### src/dcre_pkg.sv
// ----------------------------------------------------------------------------
// dcre_pkg: shared constants and types for the rise event extractor
// Delay line geometry, field widths and reset values used by the extractor and its bench.
// ----------------------------------------------------------------------------
`default_nettype none

package dcre_pkg;

    localparam int LINE_DEPTH = 32;
    localparam int ADDR_W     = $clog2(LINE_DEPTH);
    localparam int PTR_W      = ADDR_W + 1;

    localparam int TAPS_W     = 5;
    localparam int SAMPLE_W   = 16;
    localparam int INDEX_W    = 32;
    localparam int LEN_W      = 16;

    localparam logic [TAPS_W-1:0] TAPS_RESET = 5'd10;
    localparam logic [LEN_W-1:0]  LEN_MAX    = '1;

    typedef logic [ADDR_W-1:0]          t_addr;
    typedef logic signed [SAMPLE_W-1:0] t_sample;
    typedef logic [INDEX_W-1:0]         t_index;
    typedef logic [LEN_W-1:0]           t_len;
    typedef logic [TAPS_W-1:0]          t_taps;

endpackage

`default_nettype wire

### src/dcre_ram.sv
// ----------------------------------------------------------------------------
// dcre_ram: generic simple dual-port RAM
// One write port, one read port with enable and registered read data.
// ----------------------------------------------------------------------------
`default_nettype none

module dcre_ram #(
    parameter int WIDTH = 16,
    parameter int DEPTH = 32
) (
    input  wire logic                     i_clk,
    input  wire logic                     i_wr_en,
    input  wire logic [$clog2(DEPTH)-1:0] i_wr_addr,
    input  wire logic [WIDTH-1:0]         i_wr_data,
    input  wire logic                     i_rd_en,
    input  wire logic [$clog2(DEPTH)-1:0] i_rd_addr,
    output logic      [WIDTH-1:0]         o_rd_data
);

    logic [WIDTH-1:0] r_mem [DEPTH];
    logic [WIDTH-1:0] r_rd_data;

    always_ff @(posedge i_clk) begin
        if (i_wr_en) begin
            r_mem[i_wr_addr] <= i_wr_data;
        end
    end

    // hold the last read word while the port is idle
    always_ff @(posedge i_clk) begin
        if (i_rd_en) begin
            r_rd_data <= r_mem[i_rd_addr];
        end
    end

    assign o_rd_data = r_rd_data;

endmodule

`default_nettype wire

### src/delayed_compare_rise_event_extractor.sv
// ----------------------------------------------------------------------------
// delayed_compare_rise_event_extractor: rise event detector on a sample stream
// Compares each sample with the one delay_taps earlier and reports closed rises.
// ----------------------------------------------------------------------------
// The block takes one sample per clock cycle, back to back, while the output
// side does not stall, and loads the result word into the output register
// when stage 1 advances with the closing sample. Accept writes the sample into
// the delay line RAM and reads the older sample at the same edge; the
// registered read data is then compared with the stage 1 sample, and the edge
// that advances stage 1 updates the run and loads the output register. A
// stalled output holds the stage behind it and so the input. The first
// delay_taps samples only fill the line. A write of delay_taps is meant for an
// idle block.
`default_nettype none

module delayed_compare_rise_event_extractor (
    input  wire logic                                i_clk,
    input  wire logic                                i_rst_n,
    input  wire logic                                i_cfg_wr_en,
    input  wire logic [dcre_pkg::TAPS_W-1:0]         i_cfg_wr_data,
    input  wire logic                                i_sample_valid,
    output logic                                     o_sample_ready,
    input  wire logic signed [dcre_pkg::SAMPLE_W-1:0] i_sample,
    output logic                                     o_event_valid,
    input  wire logic                                i_event_ready,
    output logic      [dcre_pkg::INDEX_W-1:0]        o_sample_index,
    output logic      [dcre_pkg::LEN_W-1:0]          o_rise_length,
    output logic signed [dcre_pkg::SAMPLE_W-1:0]     o_start_level,
    output logic signed [dcre_pkg::SAMPLE_W-1:0]     o_end_level
);

    // configuration
    dcre_pkg::t_taps   r_taps;

    // input side state
    dcre_pkg::t_index  r_count;
    dcre_pkg::t_addr   r_wr_pos;
    logic              r_primed;

    // stage 1 word, waiting for the delayed sample
    logic              r_s1_valid;
    dcre_pkg::t_sample r_s1_sample;
    dcre_pkg::t_index  r_s1_index;
    logic              r_s1_primed;
    logic              r_s1_self;

    // open rise
    logic              r_armed;
    dcre_pkg::t_len    r_run_len;
    dcre_pkg::t_sample r_run_start;

    // output register
    logic              r_out_valid;
    dcre_pkg::t_index  r_out_index;
    dcre_pkg::t_len    r_out_len;
    dcre_pkg::t_sample r_out_start;
    dcre_pkg::t_sample r_out_end;

    logic              w_accept;
    logic              w_adv;
    logic              w_rising;
    logic              w_emit;
    logic              w_primed;
    dcre_pkg::t_addr   w_dist;
    dcre_pkg::t_addr   w_rd_addr;
    logic [dcre_pkg::PTR_W-1:0] w_rd_ptr;
    logic [dcre_pkg::SAMPLE_W-1:0] w_old_raw;
    dcre_pkg::t_sample w_old;

    // distance, capped at one below the line length
    always_comb begin
        if (32'(r_taps) > 32'(dcre_pkg::LINE_DEPTH - 1)) begin
            w_dist = dcre_pkg::ADDR_W'(dcre_pkg::LINE_DEPTH - 1);
        end else begin
            w_dist = dcre_pkg::ADDR_W'(r_taps);
        end
    end

    always_comb begin
        if (r_wr_pos >= w_dist) begin
            w_rd_ptr = dcre_pkg::PTR_W'(r_wr_pos) - dcre_pkg::PTR_W'(w_dist);
        end else begin
            w_rd_ptr = dcre_pkg::PTR_W'(r_wr_pos) + dcre_pkg::PTR_W'(dcre_pkg::LINE_DEPTH)
                     - dcre_pkg::PTR_W'(w_dist);
        end
    end
    assign w_rd_addr = w_rd_ptr[dcre_pkg::ADDR_W-1:0];
    assign w_primed  = r_primed || (r_count >= 32'(w_dist));

    // stage 1 moves on only when the output register has room
    assign w_adv          = r_s1_valid && (!r_out_valid || i_event_ready);
    assign o_sample_ready = !r_s1_valid || w_adv;
    assign w_accept       = i_sample_valid && o_sample_ready;

    dcre_ram #(
        .WIDTH (dcre_pkg::SAMPLE_W),
        .DEPTH (dcre_pkg::LINE_DEPTH)
    ) u_line (
        .i_clk     (i_clk),
        .i_wr_en   (w_accept),
        .i_wr_addr (r_wr_pos),
        .i_wr_data (i_sample),
        .i_rd_en   (w_accept),
        .i_rd_addr (w_rd_addr),
        .o_rd_data (w_old_raw)
    );

    assign w_old = $signed(w_old_raw);

    // zero distance compares the sample with itself, so it never rises
    assign w_rising = !r_s1_self && (r_s1_sample > w_old);
    assign w_emit   = r_s1_primed && !w_rising && r_armed;

    always_ff @(posedge i_clk) begin
        if (!i_rst_n) begin
            r_taps <= dcre_pkg::TAPS_RESET;
        end else if (i_cfg_wr_en) begin
            r_taps <= i_cfg_wr_data;
        end
    end

    always_ff @(posedge i_clk) begin
        if (!i_rst_n) begin
            r_count    <= '0;
            r_wr_pos   <= '0;
            r_primed   <= 1'b0;
            r_s1_valid <= 1'b0;
        end else begin
            if (w_accept) begin
                r_count  <= r_count + 32'd1;
                r_primed <= w_primed;
                // the index wrap lands on line position zero
                if (r_count == '1 ||
                    r_wr_pos == dcre_pkg::ADDR_W'(dcre_pkg::LINE_DEPTH - 1)) begin
                    r_wr_pos <= '0;
                end else begin
                    r_wr_pos <= r_wr_pos + dcre_pkg::ADDR_W'(1);
                end
                r_s1_valid <= 1'b1;
            end else if (w_adv) begin
                r_s1_valid <= 1'b0;
            end
        end
    end

    always_ff @(posedge i_clk) begin
        if (w_accept) begin
            r_s1_sample <= i_sample;
            r_s1_index  <= r_count;
            r_s1_primed <= w_primed;
            r_s1_self   <= (w_dist == '0);
        end
    end

    always_ff @(posedge i_clk) begin
        if (!i_rst_n) begin
            r_armed     <= 1'b0;
            r_run_len   <= '0;
            r_run_start <= '0;
        end else if (w_adv && r_s1_primed) begin
            if (w_rising) begin
                if (!r_armed) begin
                    r_run_start <= r_s1_sample;
                    r_armed     <= 1'b1;
                end
                if (r_run_len != dcre_pkg::LEN_MAX) begin
                    r_run_len <= r_run_len + dcre_pkg::LEN_W'(1);
                end
            end else if (r_armed) begin
                r_armed     <= 1'b0;
                r_run_len   <= '0;
                r_run_start <= '0;
            end
        end
    end

    always_ff @(posedge i_clk) begin
        if (!i_rst_n) begin
            r_out_valid <= 1'b0;
        end else if (w_adv && w_emit) begin
            r_out_valid <= 1'b1;
        end else if (i_event_ready) begin
            r_out_valid <= 1'b0;
        end
    end

    always_ff @(posedge i_clk) begin
        if (w_adv && w_emit) begin
            r_out_index <= r_s1_index;
            r_out_len   <= r_run_len;
            r_out_start <= r_run_start;
            r_out_end   <= r_s1_sample;
        end
    end

    assign o_event_valid  = r_out_valid;
    assign o_sample_index = r_out_index;
    assign o_rise_length  = r_out_len;
    assign o_start_level  = r_out_start;
    assign o_end_level    = r_out_end;

    // a word can only be blocked by a full, stalled output register
    a_stall_cause: assert property (@(posedge i_clk) disable iff (!i_rst_n)
        !o_sample_ready |-> (r_s1_valid && r_out_valid && !i_event_ready))
        else $error("input stalled without an output stall");

    // closing a rise clears the open run
    a_close_clears: assert property (@(posedge i_clk) disable iff (!i_rst_n)
        (w_adv && w_emit) |=> (!r_armed && r_run_len == '0))
        else $error("run state not cleared after a result");

    // a reported rise holds at least one rising sample
    a_len_nonzero: assert property (@(posedge i_clk) disable iff (!i_rst_n)
        o_event_valid |-> (o_rise_length != '0))
        else $error("result with zero rise length");

    // warm-up, once done, stays done
    a_primed_sticky: assert property (@(posedge i_clk) disable iff (!i_rst_n)
        r_primed |=> r_primed)
        else $error("primed flag dropped");

endmodule

`default_nettype wire

### config.mk
export PLATFORM = sky130hd
export DESIGN_NAME = delayed_compare_rise_event_extractor
export DESIGN_NICKNAME = d
export VERILOG_FILES = /design/src/dcre_pkg.sv /design/src/dcre_ram.sv /design/src/delayed_compare_rise_event_extractor.sv
export SDC_FILE = /design/constraint.sdc
export NUM_CORES = 1
export LEC_CHECK = 0
export BUFFER_PORTS_ARGS = -buffer_cell sky130_fd_sc_hd__buf_4
export CAP_MARGIN = 20
export CORE_ASPECT_RATIO = 2
export CORE_MARGIN = 2
export CORE_UTILIZATION = 45
export CTS_BUF_LIST = sky130_fd_sc_hd__clkbuf_2
export CTS_CLUSTER_SIZE = 12
export DETAILED_ROUTE_END_ITERATION = 8
export GPL_ROUTABILITY_DRIVEN = 0
export GPL_TIMING_DRIVEN = 0
export HOLD_SLACK_MARGIN = 0.15
export PLACE_DENSITY_LB_ADDON = 0.3
export SLEW_MARGIN = 40
export SYNTH_ARGS = -nofsm -noshare
export SYNTH_HDL_FRONTEND = slang
export SYNTH_HIERARCHICAL = 1
export SYNTH_SLANG_ARGS = --single-unit
### constraint.sdc
create_clock -name i_clk -period 10.89 [get_ports i_clk]
set_input_delay 3.267 -clock i_clk [delete_from_list [all_inputs] [get_ports i_clk]]
set_output_delay 3.267 -clock i_clk [all_outputs]
set_load 0.01 [all_outputs]
==> metrics.csv <==
stage,metric,value,unit
final_layout,Area Growth Syn to Fin,13.1,%
timing,fin. max-slew vios,0,
worst_setup_path,Worst Path Arrival,4.00,ns
yosys,asr flop ratio synth,0,
status,status,"complete, no violations",
worst_setup_path,Top delay family on crit path,buffers and inverters,
final_layout,post-route insts no fill,3101,
placement,Placed Instance Area,31600,um^2
yosys,unique cell type count in the Yosys netlist,68,
clock_network,"Reg clk slew, reported paths",0.12,ns
worst_hold_path,Tightest Hold Check Type,register to register,
yosys,sequential area share after synthesis,0.728,
clock_network,CTS Buffer Depth,3,
worst_setup_path,Crit path top cell by count,buf_4,
clock_network,Root Driver,clkbuf_2,
yosys,"Top FF cell, synth",edfxtp_1,
timing,final hold violation count,0,
global_routing,vias in the first global route,18100,
final_layout,Finished Cell Area,33100,um^2
clock_network,Post-CTS Setup Inserts,0,
yosys,Mapped Area,29300,um^2
worst_setup_path,Crit path largest cell delay,0.35,ns
yosys,"FF+latch count, synth",736,
timing,minimum clock period,7.27,ns
floorplan,Ports,108,
flow_run,max-cap violations,0,
global_routing,GRT overflow,0,
worst_setup_path,slowest CP cell,nand3b_1,
timing,Slew HR,0.389,
pwr,Clk network pwr share,0.306,
clock_network,post_cts resized,0,
drt,vias,17400,
pwr,internal power,4.13,mW
pwr,Leak,11.5,nW
clock_network,CTS Buf Count,157,
floorplan,Die Y,365,um
global_routing,met2 Resource Use GR,0.418,
worst_setup_path,"critical path, cell by cell",buf_4 > nand3b_1 > buf_4,
timing,final setup fails,0,
global_routing,first-pass GRT wire length,109000,um
worst_setup_path,Setup CP Type,input port to output pin,
placement,IO Port Bufs,105,
placement,Post-Place Cells,2828,
drt,DRT Pass-1 Iters,6,
timing,Worst-Margin Slew,0.909,ns
floorplan,Core Region,64600,um^2
timing,period utilization,0.667,
worst_setup_path,Buf/Inv on CP,2,
pwr,Design Power,5.70,mW
global_routing,initial antenna violation count,2,
worst_setup_path,Worst Setup Start Kind,input port,
floorplan,die width,184,um
timing,Final WS setup,3.62,ns
yosys,number of synthesized flops with an enable pin,658,
drt,WL final,74800,um
floorplan,row count,132,
final_layout,Nets,2174,
floorplan,DIE AREA,67300,um^2
timing,setup TNS,0,ns
clock_network,hold_buf cts,0,
drt,WL per Instance,24.1,um
pwr,P per Cell Area,172,nW/um^2
clock_network,clock sinks,736,
global_routing,global routing's busiest layer,met2,
timing,Hold WS,0.429,ns
drt,Via density,5.60,
timing,fmax,0.138,GHz
global_routing,Total GRT Usage,0.225,
global_routing,largest net degree at the start of global routing,44,
pwr,sw frac,0.276,
yosys,Syn Inst Count,1840,
drt,Residual DRC,0,
yosys,YS warnings,6,
yosys,syn_nets,1896,
final_layout,layout cell share with drive strength beyond 1,0.219,
global_routing,M1 GR Usage,0.200,
yosys,Mean Syn Cell Area,15.9,um^2
timing,RSZ-0062 raised after global routing,no,
worst_setup_path,Critical Path RT,7.62,ns
placement,Final HPWL DP,51900,um
pwr,worst vdd ir,90.5,uV
final_layout,"Core Util, Final",0.513,
drt,remaining antenna violation count,0,
placement,Placement Setup Slack,3.60,ns
timing,Clock Skews,0.0963,ns
drt,initial drt markers,1261,
global_routing,met3 global-route usage,0.0435,
clock_network,TritonCTS clock tree,done,
pwr,Gate power share,0.141,
pwr,Flop pwr share,0.552,
worst_setup_path,crit path max fanout,6,
clock_network,"Clk Latency, worst-skew pair",1.27,ns
worst_setup_path,CP endpoint kind,output pin,
pwr,NetSw,1.57,mW
clock_network,H-tree depth,4,
floorplan,initial core utilization,0.454,
[state kept, by name (all words and copies together) (netlist names), 16 cells and up]
signal and count:
o_end_level 16, o_start_level 16, r_run_len 16, r_s1_index 32, r_count 32, o_rise_length 16, u_line/r_mem 512, o_sample_index 32
r_run_start 16, r_s1_sample 16, u_line/o_rd_data 16
[worst register-to-register path, stage by stage (launching register included)]
cell,delay (ns)
dfxtp_1,0.53
inv_1,0.08
ha_1,0.21
fa_1,0.40
inv_1,0.07
a21o_1,0.11
a21oi_1,0.07
xnor2_1,0.15
buf_4,0.20
or2_1,0.22
buf_2,0.17
clkbuf_1,0.28
nor3_1,0.82
a31oi_1,0.21
nand3_1,0.15
[power by group through the flow]
stage,Sequential (mW),Clock [mW],Combinational (mW)
after floorplan,3.20,0,0.491
after global placement,3.21,0,0.776
after detailed placement,3.21,0,0.796
after CTS,3.15,1.81,0.799
after global routing,3.15,1.93,0.846
final,3.15,1.75,0.807
[final timing paths]
kind              cells after the start            from  slack, ns              endpoint
hold / removal                        0  r_s1_index[20]       0.43    o_sample_index[20]
setup / recovery                      3   i_event_ready       3.62        o_sample_ready
setup reg to reg                     14     r_wr_pos[0]       7.08  u_line/o_rd_data[10]
hold reg to reg                       0  r_s1_index[20]       0.43    o_sample_index[20]
[cell usage in the layout, fill, tap and decap left out, types with 9 or more instances in the layout]
cell type  netlist  routed
ha_1            29      29
buf_4           19     127
and3_1          12      12
nand4_1         83      83
nor2_4           1      33
xnor2_1         13      13
nand3_1         77      75
a21oi_1         54      54
buf_6            7       9
nor2_1          76      44
xor2_1          19      19
o211ai_1         9       9
clkbuf_2         0     222
nand2_1         67      67
clkbuf_1        35      32
edfxtp_1       658     658
clkinv_2         0      10
nand4b_1        18      18
nor3_1          21      20
mux2i_1        259     259
a22o_1          32      32
buf_8            6      10
a22oi_1         64      64
buf_2           28      28
a31oi_1         16      16
clkinv_1         0      25
nor2b_1         19      19
inv_1           35      35
dfxtp_1         78      78
[synth_stat cells (4+ instances only)]
cell type,number,area [um^2]
a21o_1,6,45.0
a21oi_1,54,270
a22o_1,32,280
a22oi_1,64,480
a31oi_1,16,100
and2_1,6,37.5
and3_1,12,75.1
buf_1,4,15.0
buf_12,5,100
buf_2,28,140
buf_4,19,143
buf_6,7,78.8
buf_8,6,90.1
clkbuf_1,35,131
dfxtp_1,78,1560
edfxtp_1,658,19800
ha_1,29,363
inv_1,35,131
mux2i_1,259,2590
nand2_1,67,251
nand2b_1,4,25.0
nand3_1,77,385
nand3b_1,8,60.1
nand4_1,83,519
nand4b_1,18,158
nor2_1,76,285
nor2b_1,19,119
nor3_1,21,105
nor4_1,8,50.1
o211ai_1,9,67.6
o21ai_0,8,40.0
o31ai_2,7,87.6
or3_1,8,50.1
xnor2_1,13,114
xor2_1,19,166
[logic make-up (layout without fill, tap and decap cells)]
logic type,Yosys count,count (layout),synth area share
compound gates,221,221,0.0556
fa+ha+maj,30,30,0.0131
xor+xnor,32,32,0.00957
mux,259,259,0.0885
buf+inv,139,527,0.0283
flops,736,736,0.728
other cells,0,2,0
simple gates,423,423,0.0771
[per-layer routing]
layer | share of wire | vias to the layer above
li1 | - | 7833
met1 | 0.32 | 8634
met2 | 0.54 | 647
met3 | 0.043 | 248
met4 | 0.098 | 0
met5 | 0 | -
[cell type report]
type / count / area, um^2
buffer: 104 / 704
sequential: 736 / 21300
multi-input combinational: 965 / 7410
timing repair buffer: 119 / 968
clock inverter: 49 / 415
inverter: 35 / 131
antenna: 2 / 5.00
fill: 5309 / 31400
clock buffer: 220 / 1100
tap: 871 / 1090
No activity file was read; power rests on OpenSTA's default activity.
